**src/cgcm_pkg.sv**
```systemverilog
`timescale 1ns / 1ps
package cgcm_pkg;

    localparam int GLYPH_COUNT = 111;
    localparam logic [5:0] SEARCH_INIT_DIFF = 6'd8;
    localparam logic [31:0] SEARCH_INIT_PAT = 32'h0000ffff;
    localparam logic [15:0] SEARCH_INIT_CP = 16'h2584;
    localparam logic [6:0] DIRECT_MIN = 7'd16;
    localparam logic [4:0] LAST_PIXEL = 5'd31;
    localparam logic [2:0] LAST_AVG = 3'd5;
    localparam logic [7:0] CHAN_MAX = 8'd255;

    typedef enum logic [3:0] {
        OP_NONE,
        OP_LOAD,
        OP_CAND_RD,
        OP_CAND_CAP,
        OP_COUNT,
        OP_RANK,
        OP_MODE,
        OP_MINMAX,
        OP_MID,
        OP_MASK,
        OP_SEARCH,
        OP_SUM,
        OP_DIV_START,
        OP_DIV_WAIT,
        OP_OUT
    } t_op;

    typedef struct packed {
        t_op  op;
        logic wr;
    } t_dp_cmd;

    typedef struct packed {
        logic pix_last;
        logic idx_last;
        logic outer_last;
        logic direct;
        logic div_done;
        logic ch_last;
    } t_dp_stat;

    typedef struct packed {
        logic [31:0] pat;
        logic [15:0] cp;
        logic        tt;
    } t_glyph;

    function automatic logic [7:0] chan_of(input logic [23:0] rgb, input logic [1:0] c);
        logic [7:0] v;
        case (c)
            2'd0: v = rgb[23:16];
            2'd1: v = rgb[15:8];
            default: v = rgb[7:0];
        endcase
        return v;
    endfunction

    function automatic t_glyph glyph_at(input logic [6:0] idx);
        t_glyph g;
        case (idx)
            7'd0:   g = '{32'h00000000, 16'h00a0, 1'b0};
            7'd1:   g = '{32'h0000000f, 16'h2581, 1'b0};
            7'd2:   g = '{32'h000000ff, 16'h2582, 1'b0};
            7'd3:   g = '{32'h00000fff, 16'h2583, 1'b0};
            7'd4:   g = '{32'h0000ffff, 16'h2584, 1'b0};
            7'd5:   g = '{32'h000fffff, 16'h2585, 1'b0};
            7'd6:   g = '{32'h00ffffff, 16'h2586, 1'b0};
            7'd7:   g = '{32'h0fffffff, 16'h2587, 1'b0};
            7'd8:   g = '{32'heeeeeeee, 16'h258a, 1'b0};
            7'd9:   g = '{32'hcccccccc, 16'h258c, 1'b0};
            7'd10:  g = '{32'h88888888, 16'h258e, 1'b0};
            7'd11:  g = '{32'h0000cccc, 16'h2596, 1'b0};
            7'd12:  g = '{32'h00003333, 16'h2597, 1'b0};
            7'd13:  g = '{32'hcccc0000, 16'h2598, 1'b0};
            7'd14:  g = '{32'hcccc3333, 16'h259a, 1'b0};
            7'd15:  g = '{32'h33330000, 16'h259d, 1'b0};
            7'd16:  g = '{32'h000ff000, 16'h2501, 1'b0};
            7'd17:  g = '{32'h66666666, 16'h2503, 1'b0};
            7'd18:  g = '{32'h00077666, 16'h250f, 1'b0};
            7'd19:  g = '{32'h000ee666, 16'h2513, 1'b0};
            7'd20:  g = '{32'h66677000, 16'h2517, 1'b0};
            7'd21:  g = '{32'h666ee000, 16'h251b, 1'b0};
            7'd22:  g = '{32'h66677666, 16'h2523, 1'b0};
            7'd23:  g = '{32'h666ee666, 16'h252b, 1'b0};
            7'd24:  g = '{32'h000ff666, 16'h2533, 1'b0};
            7'd25:  g = '{32'h666ff000, 16'h253b, 1'b0};
            7'd26:  g = '{32'h666ff666, 16'h254b, 1'b0};
            7'd27:  g = '{32'h000cc000, 16'h2578, 1'b0};
            7'd28:  g = '{32'h00066000, 16'h2579, 1'b0};
            7'd29:  g = '{32'h00033000, 16'h257a, 1'b0};
            7'd30:  g = '{32'h00066000, 16'h257b, 1'b0};
            7'd31:  g = '{32'h06600660, 16'h254f, 1'b0};
            7'd32:  g = '{32'h000f0000, 16'h2500, 1'b0};
            7'd33:  g = '{32'h0000f000, 16'h2500, 1'b0};
            7'd34:  g = '{32'h44444444, 16'h2502, 1'b0};
            7'd35:  g = '{32'h22222222, 16'h2502, 1'b0};
            7'd36:  g = '{32'h000e0000, 16'h2574, 1'b0};
            7'd37:  g = '{32'h0000e000, 16'h2574, 1'b0};
            7'd38:  g = '{32'h44440000, 16'h2575, 1'b0};
            7'd39:  g = '{32'h22220000, 16'h2575, 1'b0};
            7'd40:  g = '{32'h00030000, 16'h2576, 1'b0};
            7'd41:  g = '{32'h00003000, 16'h2576, 1'b0};
            7'd42:  g = '{32'h00004444, 16'h2577, 1'b0};
            7'd43:  g = '{32'h00002222, 16'h2577, 1'b0};
            7'd44:  g = '{32'h44444444, 16'h23a2, 1'b0};
            7'd45:  g = '{32'h22222222, 16'h23a5, 1'b0};
            7'd46:  g = '{32'h0f000000, 16'h23ba, 1'b0};
            7'd47:  g = '{32'h00f00000, 16'h23bb, 1'b0};
            7'd48:  g = '{32'h00000f00, 16'h23bc, 1'b0};
            7'd49:  g = '{32'h000000f0, 16'h23bd, 1'b0};
            7'd50:  g = '{32'h00066000, 16'h25aa, 1'b0};
            7'd51:  g = '{32'hccc00000, 16'hfb00, 1'b1};
            7'd52:  g = '{32'h33300000, 16'hfb01, 1'b1};
            7'd53:  g = '{32'hfff00000, 16'hfb02, 1'b1};
            7'd54:  g = '{32'h000cc000, 16'hfb03, 1'b1};
            7'd55:  g = '{32'hccccc000, 16'hfb04, 1'b1};
            7'd56:  g = '{32'h333cc000, 16'hfb05, 1'b1};
            7'd57:  g = '{32'hfffcc000, 16'hfb06, 1'b1};
            7'd58:  g = '{32'h00033000, 16'hfb07, 1'b1};
            7'd59:  g = '{32'hccc33000, 16'hfb08, 1'b1};
            7'd60:  g = '{32'h33333000, 16'hfb09, 1'b1};
            7'd61:  g = '{32'hfff33000, 16'hfb0a, 1'b1};
            7'd62:  g = '{32'h000ff000, 16'hfb0b, 1'b1};
            7'd63:  g = '{32'hcccff000, 16'hfb0c, 1'b1};
            7'd64:  g = '{32'h333ff000, 16'hfb0d, 1'b1};
            7'd65:  g = '{32'hfffff000, 16'hfb0e, 1'b1};
            7'd66:  g = '{32'h00000ccc, 16'hfb0f, 1'b1};
            7'd67:  g = '{32'hccc00ccc, 16'hfb10, 1'b1};
            7'd68:  g = '{32'h33300ccc, 16'hfb11, 1'b1};
            7'd69:  g = '{32'hfff00ccc, 16'hfb12, 1'b1};
            7'd70:  g = '{32'h000ccccc, 16'hfb13, 1'b1};
            7'd71:  g = '{32'h333ccccc, 16'hfb14, 1'b1};
            7'd72:  g = '{32'hfffccccc, 16'hfb15, 1'b1};
            7'd73:  g = '{32'h00033ccc, 16'hfb16, 1'b1};
            7'd74:  g = '{32'hccc33ccc, 16'hfb17, 1'b1};
            7'd75:  g = '{32'h33333ccc, 16'hfb18, 1'b1};
            7'd76:  g = '{32'hfff33ccc, 16'hfb19, 1'b1};
            7'd77:  g = '{32'h000ffccc, 16'hfb1a, 1'b1};
            7'd78:  g = '{32'hcccffccc, 16'hfb1b, 1'b1};
            7'd79:  g = '{32'h333ffccc, 16'hfb1c, 1'b1};
            7'd80:  g = '{32'hfffffccc, 16'hfb1d, 1'b1};
            7'd81:  g = '{32'h00000333, 16'hfb1e, 1'b1};
            7'd82:  g = '{32'hccc00333, 16'hfb1f, 1'b1};
            7'd83:  g = '{32'h33300333, 16'h1b20, 1'b1};
            7'd84:  g = '{32'hfff00333, 16'h1b21, 1'b1};
            7'd85:  g = '{32'h000cc333, 16'h1b22, 1'b1};
            7'd86:  g = '{32'hccccc333, 16'h1b23, 1'b1};
            7'd87:  g = '{32'h333cc333, 16'h1b24, 1'b1};
            7'd88:  g = '{32'hfffcc333, 16'h1b25, 1'b1};
            7'd89:  g = '{32'h00033333, 16'h1b26, 1'b1};
            7'd90:  g = '{32'hccc33333, 16'h1b27, 1'b1};
            7'd91:  g = '{32'hfff33333, 16'h1b28, 1'b1};
            7'd92:  g = '{32'h000ff333, 16'h1b29, 1'b1};
            7'd93:  g = '{32'hcccff333, 16'h1b2a, 1'b1};
            7'd94:  g = '{32'h333ff333, 16'h1b2b, 1'b1};
            7'd95:  g = '{32'hfffff333, 16'h1b2c, 1'b1};
            7'd96:  g = '{32'h00000fff, 16'h1b2d, 1'b1};
            7'd97:  g = '{32'hccc00fff, 16'h1b2e, 1'b1};
            7'd98:  g = '{32'h33300fff, 16'h1b2f, 1'b1};
            7'd99:  g = '{32'hfff00fff, 16'h1b30, 1'b1};
            7'd100: g = '{32'h000ccfff, 16'h1b31, 1'b1};
            7'd101: g = '{32'hcccccfff, 16'h1b32, 1'b1};
            7'd102: g = '{32'h333ccfff, 16'h1b33, 1'b1};
            7'd103: g = '{32'hfffccfff, 16'h1b34, 1'b1};
            7'd104: g = '{32'h00033fff, 16'h1b35, 1'b1};
            7'd105: g = '{32'hccc33fff, 16'h1b36, 1'b1};
            7'd106: g = '{32'h33333fff, 16'h1b37, 1'b1};
            7'd107: g = '{32'hfff33fff, 16'h1b38, 1'b1};
            7'd108: g = '{32'h000fffff, 16'h1b39, 1'b1};
            7'd109: g = '{32'hcccfffff, 16'h1b3a, 1'b1};
            7'd110: g = '{32'h333fffff, 16'h1b3b, 1'b1};
            default: g = '{32'h00000000, 16'h0000, 1'b1};
        endcase
        return g;
    endfunction

endpackage

```
**src/cgcm_controller.sv**
```systemverilog
`timescale 1ns / 1ps
module cgcm_controller import cgcm_pkg::*; (
    input  logic     i_clk,
    input  logic     i_rst_n,
    input  logic     i_s_tvalid,
    output logic     o_s_tready,
    output logic     o_m_tvalid,
    input  logic     i_m_tready,
    input  t_dp_stat i_stat,
    output t_dp_cmd  o_cmd
);

    typedef enum logic [19:0] {
        S_LOAD    = 20'h00001,
        S_CAND    = 20'h00002,
        S_CAP     = 20'h00004,
        S_CNT     = 20'h00008,
        S_CNT_W   = 20'h00010,
        S_RANK    = 20'h00020,
        S_MODE    = 20'h00040,
        S_BRANCH  = 20'h00080,
        S_MINMAX  = 20'h00100,
        S_MM_W    = 20'h00200,
        S_MID     = 20'h00400,
        S_MASK    = 20'h00800,
        S_MK_W1   = 20'h01000,
        S_MK_W2   = 20'h02000,
        S_SEARCH  = 20'h04000,
        S_SUM     = 20'h08000,
        S_SUM_W   = 20'h10000,
        S_DIV_GO  = 20'h20000,
        S_DIV_RUN = 20'h40000,
        S_DONE    = 20'h80000
    } t_state;

    t_state r_state, n_state;
    logic   r_out_valid, n_out_valid;
    logic   w_out_free;
    logic   w_out_load;

    assign w_out_free = !r_out_valid || i_m_tready;
    assign w_out_load = (r_state == S_DONE) && w_out_free;

    always_comb begin
        n_state   = r_state;
        o_cmd.op  = OP_NONE;
        o_cmd.wr  = 1'b0;
        case (r_state)
            S_LOAD: begin
                o_cmd.op = OP_LOAD;
                o_cmd.wr = i_s_tvalid;
                if (i_s_tvalid && i_stat.pix_last) begin
                    n_state = S_CAND;
                end
            end
            S_CAND: begin
                o_cmd.op = OP_CAND_RD;
                n_state  = S_CAP;
            end
            S_CAP: begin
                o_cmd.op = OP_CAND_CAP;
                n_state  = S_CNT;
            end
            S_CNT: begin
                o_cmd.op = OP_COUNT;
                if (i_stat.idx_last) begin
                    n_state = S_CNT_W;
                end
            end
            S_CNT_W: n_state = S_RANK;
            S_RANK: begin
                o_cmd.op = OP_RANK;
                n_state  = i_stat.outer_last ? S_MODE : S_CAND;
            end
            S_MODE: begin
                o_cmd.op = OP_MODE;
                n_state  = S_BRANCH;
            end
            S_BRANCH: n_state = i_stat.direct ? S_MASK : S_MINMAX;
            S_MINMAX: begin
                o_cmd.op = OP_MINMAX;
                if (i_stat.idx_last) begin
                    n_state = S_MM_W;
                end
            end
            S_MM_W: n_state = S_MID;
            S_MID: begin
                o_cmd.op = OP_MID;
                n_state  = S_MASK;
            end
            S_MASK: begin
                o_cmd.op = OP_MASK;
                if (i_stat.idx_last) begin
                    n_state = S_MK_W1;
                end
            end
            S_MK_W1: n_state = S_MK_W2;
            S_MK_W2: n_state = S_SEARCH;
            S_SEARCH: begin
                o_cmd.op = OP_SEARCH;
                if (i_stat.idx_last) begin
                    n_state = i_stat.direct ? S_DONE : S_SUM;
                end
            end
            S_SUM: begin
                o_cmd.op = OP_SUM;
                if (i_stat.idx_last) begin
                    n_state = S_SUM_W;
                end
            end
            S_SUM_W: n_state = S_DIV_GO;
            S_DIV_GO: begin
                o_cmd.op = OP_DIV_START;
                n_state  = S_DIV_RUN;
            end
            S_DIV_RUN: begin
                o_cmd.op = OP_DIV_WAIT;
                if (i_stat.div_done) begin
                    n_state = i_stat.ch_last ? S_DONE : S_DIV_GO;
                end
            end
            S_DONE: begin
                if (w_out_free) begin
                    o_cmd.op = OP_OUT;
                    n_state  = S_LOAD;
                end
            end
            default: n_state = S_LOAD;
        endcase
    end

    always_comb begin
        n_out_valid = r_out_valid;
        if (w_out_load) begin
            n_out_valid = 1'b1;
        end else if (i_m_tready) begin
            n_out_valid = 1'b0;
        end
    end

    always_ff @(posedge i_clk) begin
        if (!i_rst_n) begin
            r_state     <= S_LOAD;
            r_out_valid <= 1'b0;
        end else begin
            r_state     <= n_state;
            r_out_valid <= n_out_valid;
        end
    end

    assign o_s_tready = r_state == S_LOAD;
    assign o_m_tvalid = r_out_valid;

    a_out_no_overwrite: assert property (@(posedge i_clk) disable iff (!i_rst_n)
        (o_cmd.op == OP_OUT) |-> (!r_out_valid || i_m_tready))
        else $error("result overwritten while stalled");

    a_load_after_out: assert property (@(posedge i_clk) disable iff (!i_rst_n)
        (o_cmd.op == OP_OUT) |=> (o_m_tvalid && o_s_tready))
        else $error("result not presented after load");

    a_search_exit: assert property (@(posedge i_clk) disable iff (!i_rst_n)
        (r_state == S_SEARCH && i_stat.idx_last) |=> (r_state == S_DONE || r_state == S_SUM))
        else $error("bad exit from glyph search");

    a_div_exit: assert property (@(posedge i_clk) disable iff (!i_rst_n)
        (r_state == S_DIV_RUN && i_stat.div_done && i_stat.ch_last) |=> (r_state == S_DONE))
        else $error("averaging did not finish");

endmodule

```
**config.mk**
```make
export PLATFORM = sky130hd
export DESIGN_NAME = cgcm_controller
export DESIGN_NICKNAME = d
export VERILOG_FILES = /design/src/cgcm_pkg.sv /design/src/cgcm_controller.sv
export SDC_FILE = /design/constraint.sdc
export NUM_CORES = 1
export LEC_CHECK = 0
export BUFFER_PORTS_ARGS = -buffer_cell sky130_fd_sc_hd__buf_2
export CAP_MARGIN = 20
export CORE_ASPECT_RATIO = 1.25
export CORE_MARGIN = 4
export CORE_UTILIZATION = 60
export DETAILED_ROUTE_END_ITERATION = 12
export GPL_ROUTABILITY_DRIVEN = 0
export PLACE_DENSITY = 0.91
export RECOVER_POWER = 100
export SLEW_MARGIN = 20
export SYNTH_ARGS = -nofsm -noshare
export SYNTH_HDL_FRONTEND = slang
export SYNTH_SLANG_ARGS = --single-unit
```
**constraint.sdc**
```tcl
create_clock -name i_clk -period 6.4 [get_ports i_clk]
set_input_delay 0.32 -clock i_clk [delete_from_list [all_inputs] [get_ports i_clk]]
set_output_delay 0.32 -clock i_clk [all_outputs]
set_load 0.01 [all_outputs]
```
# [Word-level counts from Yosys, hierarchy flattened]
# Cells that the tools add are included.
[totals] reg_bits=21
[op_classes] n_reduce_logical=6 n_eq_ne=28 n_mux=18
[ops] operator="case mux 20 bit (20 select lines)" count=1
[ops] operator="2-to-1 mux 20 bit" count=10
[ops] operator="case mux 4 bit (14 select lines)" count=1
[ops] operator="equality test 20 x 1 -> 1 bit, second input constant" count=1
[ops] operator="equality test 20 x 10 -> 1 bit, second input constant" count=1
[ops] operator="equality test 20 x 11 -> 1 bit, second input constant" count=1
[ops] operator="equality test 20 x 12 -> 1 bit, second input constant" count=1
[ops] operator="equality test 20 x 13 -> 1 bit, second input constant" count=1
[ops] operator="equality test 20 x 14 -> 1 bit, second input constant" count=1
[ops] operator="equality test 20 x 15 -> 1 bit, second input constant" count=1
[ops] operator="equality test 20 x 16 -> 1 bit, second input constant" count=1
[ops] operator="equality test 20 x 17 -> 1 bit, second input constant" count=1
[ops] operator="equality test 20 x 18 -> 1 bit, second input constant" count=1
[ops] operator="equality test 20 x 19 -> 1 bit, second input constant" count=1
[ops] operator="equality test 20 x 2 -> 1 bit, second input constant" count=1
[ops] operator="equality test 20 bit, second input constant" count=1
[ops] operator="equality test 20 x 3 -> 1 bit, second input constant" count=1
[ops] operator="equality test 20 x 4 -> 1 bit, second input constant" count=1
[ops] operator="equality test 20 x 5 -> 1 bit, second input constant" count=1
[ops] operator="equality test 20 x 6 -> 1 bit, second input constant" count=1
[ops] operator="equality test 20 x 7 -> 1 bit, second input constant" count=1
[ops] operator="equality test 20 x 8 -> 1 bit, second input constant" count=1
[ops] operator="equality test 20 x 9 -> 1 bit, second input constant" count=1
[ops] operator="inequality test 2 bit, second input constant" count=7
[ops] operator="10 further kinds" count=13

# [Depth between registers and ports, before layout]
# Gate-level depths: netlist of run 1.
[depth] ltp_word=4 depth_mapped=7 ltp_nobuf=6

# [Least setup slack after synthesis of run 1]
# No wires, ideal clock.
[synth_timing] path_kind="register to output" from="register r_state[16]" to="output o_cmd[3] (netlist bit)" path_stages_with_launch=7 path_buffers=1 arrival_time_ps=1966 path_slack_ps=4114 cell_sequence="dfxtp_1 -> buf_6 -> nor4_1 -> nand2_1 -> or4b_2 -> nand4_1 -> a211o_1"
[synth_lines] element="start, declared" line_no="cgcm_controller.sv:36" source="t_state r_state, n_state;"
[synth_lines] element="start signal, assigned" line_no="cgcm_controller.sv:146" source="r_state <= n_state;"
[synth_lines] element="end, declared" line_no="cgcm_controller.sv:10" source="output t_dp_cmd o_cmd"

==> reports/qor.yml, run 1 <==
cts_tree: "built"
route.met3.wl_um: 259
yosys_most_used_dff: "dfxtp_1"
fin_util_pct: 67.7
fin_area_mm2: 0.00137
top_layer: "met4"
synth_top_family_by_area: "simple AND/OR/NAND/NOR gates"
min_path_type: "input pin to flop"
period_needed_ns: 3.11
synth_area_leaders: "dfxtp_1 (32%), nor2_1 (6.1%), nor4_1 (3.9%)"
clockBufferDepth: 2
synth_fa_ha_area_share_pct: 0
synth-seq-cells: 21
grt_max_degree: 13
cts_sinks: 21
fin_tns_setup_ns: 0
hold_viol: 0
endpoint_kind: "output port"
dr.pass1.iters: 4
io_buffers: 16
cp_slowest_cell: "nor4_1"
cts_setup_buffers: 0
ys_types: 49
wire_per_inst_um: 16.4
final_layout_size_suffix_gt1_share_pct: 11.2
synth.top_cells.by_count: "dfxtp_1 (21), nor2_1 (21), nand2_1 (12)"
vdd_drop_max_mv: 0.136
place_ws_ns: 3.74
worstPathRequired_ns: 6.08
met2WireLength_um: 1550
path_buf_inv: 1
crit_arrival_ns: 2.79
synthXorXnorAreaFrac_pct: 3.38
place_hpwl_um: 2500
area_growth_syn_to_layout_pct: 5.79
maxCapViolCount: 0
worst_slew_pin_slew_ns: 0.814
std_cell_rows: 18
root_buffer: "clkbuf_4"
seqCellArea_um2: 420
die_y_um: 60.0
num_antenna_cells: 0
synthesis.area_mm2: 0.00130
critPathMaxStageDelay_ns: 0.74
track_usage_pct: 23.9
synth_area_per_cell_um2: 8.06
rsz0062_at_grt: "no"
power_mw: 0.280
finalCritPeriodShare_pct: 48.6
status: "finished, final reports clean"
cts_buffers: 3
grt_overflow: 0
ios: 17
async_flop_share_pct: 0
wl_um: 3260
max_freq_ghz: 0.322
power_density_mw_per_mm2: 204
multi_input_area_um2: 805
cts.clk_slew.worst_paths_ns: 0.12
syn_nets: 171
drc: 0
clk_latency_ns: 0.31
synth_compound_gate_area_share_pct: 16.6
cts_hold_buf: 0
cp-start-kind: "flop"
fp.dieW_um: 49.6
setup_viol: 0
critical_path_class: "flop to output port"
synth_enable_flop_cells: 0
ant_nets: 0
fin_worst_skew_ns: 0.00411
critPathTopFamily: "simple AND/OR/NAND/NOR gates"
met1Wirelength_um: 1340
slew_headroom_pct: 45.2
nets: 190
ys_warn_count: 0
syn_inst: 161
p_leak_nw: 0.546
cts.repair.resized: 0
grt_pass1_vias: 1192
synth_top_cell_area_share_pct: 32.4
post-synth-top-area-cell: "dfxtp_1"
muxShareOfSynthArea_pct: 0
start_util_pct: 64.0
antenna_found_initial: 0
h-tree-depth: 1
crit_chain: "nor4_1 -> nand2_1 -> or4b_2 -> nand4_1 -> a211o_1 -> clkbuf_1"
drt_iter0_drc: 65
grt_pass1_wl_um: 5400
core_area_mm2: 0.00203
setup_slack_ns: 3.29
seq_area_frac_synth_pct: 32.4
vias: 1329
fill_cells: 182
die_area_mm2: 0.00298
cp_max_fo: 9
placed_cell_area_mm2: 0.00139
finalMaxSlewViolations: 0
synth_simple_gate_area_share_pct: 44.7
viasPerCell: 6.68
==> state kept, by name, indices dropped and copies added (netlist names) <==
name and flops:
o_m_tvalid 1, r_state 20
==> stage by stage <==
stage          std cells  hold WS (ns)
3_3_place_gp         195         0.481
2_1_floorplan        161         0.419
4_1_cts              199         0.251
5_1_grt              199         0.267
6_report             199         0.250
3_5_place_dp         195         0.499
==> cells by family (layout without fill, tap and decap cells) <==
family          after synthesis  count (layout)
xor+xnor                      5               5
buf+inv                       8              26
compound gates               29              29
flops                        21              21
simple gates                 98              98
==> path summary, 6_finish.rpt <==
check	end	slack, ns	cells past startpoint	from
setup / recovery	o_cmd[3]	3.29	6	r_state[16]$_SDFFE_PN0P_
hold / removal	r_state[6]$_SDFFE_PN0P_	0.25	3	i_stat[3]
setup reg to reg	r_state[11]$_SDFFE_PN0P_	3.49	6	r_state[16]$_SDFFE_PN0P_
hold reg to reg	r_state[5]$_SDFFE_PN0P_	0.52	1	r_state[5]$_SDFFE_PN0P_
==> metal layers <==
layer / GRT usage, % / vias to the layer above
li1: - / 640
met4: 12.6 / 0
met5: 0 / -
met1: 29.2 / 606
met2: 41.6 / 70
met3: 2.49 / 13
==> power breakdown <==
| part | switching [mW] | internal [mW] | leakage (nW) | total, mW |
|---|---|---|---|---|
| sequential | 0.00301 | 0.134 | 0.170 | 0.137 |
| combinational | 0.0497 | 0.0268 | 0.359 | 0.0765 |
| clock | 0.0435 | 0.0234 | 0.0177 | 0.0669 |
==> final cells by class <==
cell class | count | share of cell area [%]
clock buffers | 3 | 1.64
clock inverters | 1 | 0.365
inverters | 6 | 1.64
multi-input cells | 132 | 58.6
flip-flops and latches | 21 | 30.6
well taps | 20 | 1.82
repair buffers | 16 | 5.29
==> worst reg2reg max path: cells and delay by family, from the launching register on <==
kind,cells,cell delay (ns)
flip-flops,1,0.41
AND/OR/NAND/NOR,4,1.54
AO/OA/AOI/OAI,2,0.87
==> cell usage in the layout, fill, tap and decap left out, drive strengths merged, types with 3 or more instances in the layout <==
master	netlist	routed
nor3	5	5
nand2	12	12
nor4	9	9
o21ai	7	7
dfxtp	21	21
nor2	21	21
nand4b	3	3
inv	6	6
nor2b	4	4
buf	1	10
nand3b	4	4
a21oi	8	8
or3	5	5
clkbuf	1	9
xor2	3	3
nand4	4	4
nand3	9	9
nand2b	5	5
Note: power is estimated with default switching activity, not from simulation.
==> run 2: changes to the inputs <==
--- a/config.mk
+++ b/config.mk
@@ -9,10 +9,10 @@
 export CAP_MARGIN = 20
 export CORE_ASPECT_RATIO = 1.25
 export CORE_MARGIN = 4
-export CORE_UTILIZATION = 60
+export CORE_UTILIZATION = 56
 export DETAILED_ROUTE_END_ITERATION = 12
 export GPL_ROUTABILITY_DRIVEN = 0
-export PLACE_DENSITY = 0.91
+export PLACE_DENSITY = 0.87
 export RECOVER_POWER = 100
 export SLEW_MARGIN = 20
 export SYNTH_ARGS = -nofsm -noshare
==> constraint.sdc (replaced) <==
create_clock -name i_clk -period 3.23 [get_ports i_clk]
set_input_delay 0.1615 -clock i_clk [delete_from_list [all_inputs] [get_ports i_clk]]
set_output_delay 0.1615 -clock i_clk [all_outputs]
set_load 0.01 [all_outputs]
==> run 2 against run 1 <==
  * Combinational power is 100% higher
  * Worst setup slack lost 3.0 ns
  * Core utilization decreased by 3.9 points
  * Critical path type unchanged
  * Design area up 2.7%
  * Sequential power increased by 98%
  * Register-to-register slack got worse by 3.1 ns
  * Clock power up 100%
  * Critical path depth unchanged
  * Via count stayed put
  * Clock skew about the same
  * Sequential share of layout area decreased by 0.82 points
  * Non-clock buffer count unchanged
==> reports/qor.yml, run 2 (same netlist as run 1, synthesis figures left out) <==
cts_buffers: 3  # unchanged
dr.pass1.iters: 4  # unchanged
clockBufferDepth: 2  # unchanged
h-tree-depth: 1  # unchanged
power_density_mw_per_mm2: 398  # was 204 mW/mm²
fin_cells: 210  # was 199
wire_per_inst_um: 16.2  # was 16.4 µm
setup_viol: 0  # unchanged
grt_overflow: 0  # unchanged
die_y_um: 61.8  # was 60.0 µm
root_buffer: "clkbuf_4"  # unchanged
finalMaxSlewViolations: 0  # unchanged
status: "finished, final reports clean"  # unchanged
final_layout_size_suffix_gt1_share_pct: 11.7  # was 11.2%
fin_tns_setup_ns: 0  # unchanged
mostFrequentLayoutCells: "nor2_1 (21), dfxtp_1 (21), nand2_1 (12)"  # unchanged
top_layer: "met4"  # unchanged
worstPathRequired_ns: 3.07  # was 6.08 ns
met1Wirelength_um: 1400  # was 1340 µm
power_mw: 0.561  # was 0.280 mW
drc: 0  # unchanged
fp.dieW_um: 51.1  # was 49.6 µm
place_ws_ns: 0.621  # was 3.74 ns
maxCapViolCount: 0  # unchanged
worst_slew_pin_slew_ns: 0.916  # was 0.814 ns
antenna_found_initial: 0  # unchanged
track_usage_pct: 22.7  # was 23.9%
dp_cells: 206  # was 195
regMostFlops: "r_state"  # unchanged
num_antenna_cells: 0  # unchanged
met2WireLength_um: 1700  # was 1550 µm
nets: 190  # unchanged
wl_um: 3400  # was 3260 µm
ios: 17  # unchanged
max_freq_ghz: 0.342
clk_latency_ns: 0.31  # about the same
fin_area_mm2: 0.00141  # was 0.00137 mm²
vdd_drop_max_mv: 0.317  # was 0.136 mV
cts_tree: "built"  # unchanged
finalCritPeriodShare_pct: 90.6
std_cell_rows: 19  # was 18
grt_max_degree: 13  # unchanged
rsz0062_at_grt: "no"  # unchanged
start_util_pct: 58.7  # was 64.0%
placed_cell_area_mm2: 0.00140  # was 0.00139 mm²
area_growth_syn_to_layout_pct: 8.68  # was 5.79%
endpoint_kind: "output port"  # unchanged
setup_slack_ns: 0.302  # was 3.29 ns
slew_headroom_pct: 38.4  # was 45.2%
ant_nets: 0  # unchanged
critical_path_class: "flop to output port"  # unchanged
period_needed_ns: 2.93
cts_sinks: 21  # unchanged
cts_setup_buffers: 0  # unchanged
cts.repair.resized: 0  # unchanged
fin_worst_skew_ns: 0.00408  # was 0.00411 ns
p_leak_nw: 0.543  # was 0.546 nW
min_path_type: "input pin to flop"  # unchanged
grt_pass1_vias: 1179  # was 1192
drt_iter0_drc: 71  # was 65
grt_pass1_wl_um: 5290  # was 5400 µm
cp_max_fo: 6  # was 9
crit_arrival_ns: 2.77  # was 2.79 ns
cp-start-kind: "flop"  # unchanged
place_hpwl_um: 2620  # was 2500 µm
vias: 1329  # unchanged
io_buffers: 16  # unchanged
route.met3.wl_um: 176  # was 259 µm
cts.clk_slew.worst_paths_ns: 0.13  # was 0.12 ns
hold_viol: 0  # unchanged
largest_reg_flops: 20  # unchanged
viasPerCell: 6.33  # was 6.68
die_area_mm2: 0.00316  # was 0.00298 mm²
cts_hold_buf: 0  # unchanged
core_area_mm2: 0.00221  # was 0.00203 mm²
[run 2: metal layers]
layer	up-vias	track usage (%)
met5	-	0
met4	0	10.0
met3	21	3.58
met2	62	40.9
met1	606	26.8
li1	640	-
[run 2: metrics by stage]
| step | hold WS [ns] | utilization, % |
|---|---|---|
| 5_1_grt | 0.0875 | 63.8 |
| 4_1_cts | 0.0896 | 64.6 |
| 2_1_floorplan | 0.260 | - |
| 3_3_place_gp | 0.419 | 63.4 |
| 3_5_place_dp | 0.423 | 63.4 |
| 6_report | 0.0879 | 63.8 |
[run 2: critical path, cell delays in order (launching register included)]
cell and delay [ns]:
dfxtp_1 0.38, nor4_1 0.76, nand4_1 0.43, or3_1 0.45, nor2_1 0.15, or3_1 0.13, clkbuf_1 0.15
[run 2: final timing paths]
path	startpoint	endpoint	slack [ns]	cells past startpoint
hold / removal	i_stat[3]	r_state[6]$_SDFFE_PN0P_	0.09	3
setup reg to reg	r_state[0]$_SDFFE_PN1P_	r_state[13]$_SDFFE_PN0P_	0.44	6
hold reg to reg	r_state[4]$_SDFFE_PN0P_	r_state[5]$_SDFFE_PN0P_	0.53	2
setup / recovery	r_state[4]$_SDFFE_PN0P_	o_cmd[2]	0.30	6
[run 2: area by class of cell]
type                       count  area, µm²
multi-input combinational    132        830
fill                         199        801
sequential                    21        420
timing repair buffer          16       71.3
tap                           31       38.8
clock buffer                   3       22.5
inverter                       6       22.5
clock inverter                 1       5.00
[run 2: where the power goes]
group	total, mW	switching, mW	leakage [nW]	internal (mW)
clock	0.134	0.0877	0.0177	0.0463
combinational	0.156	0.102	0.356	0.0532
sequential	0.271	0.00593	0.170	0.265
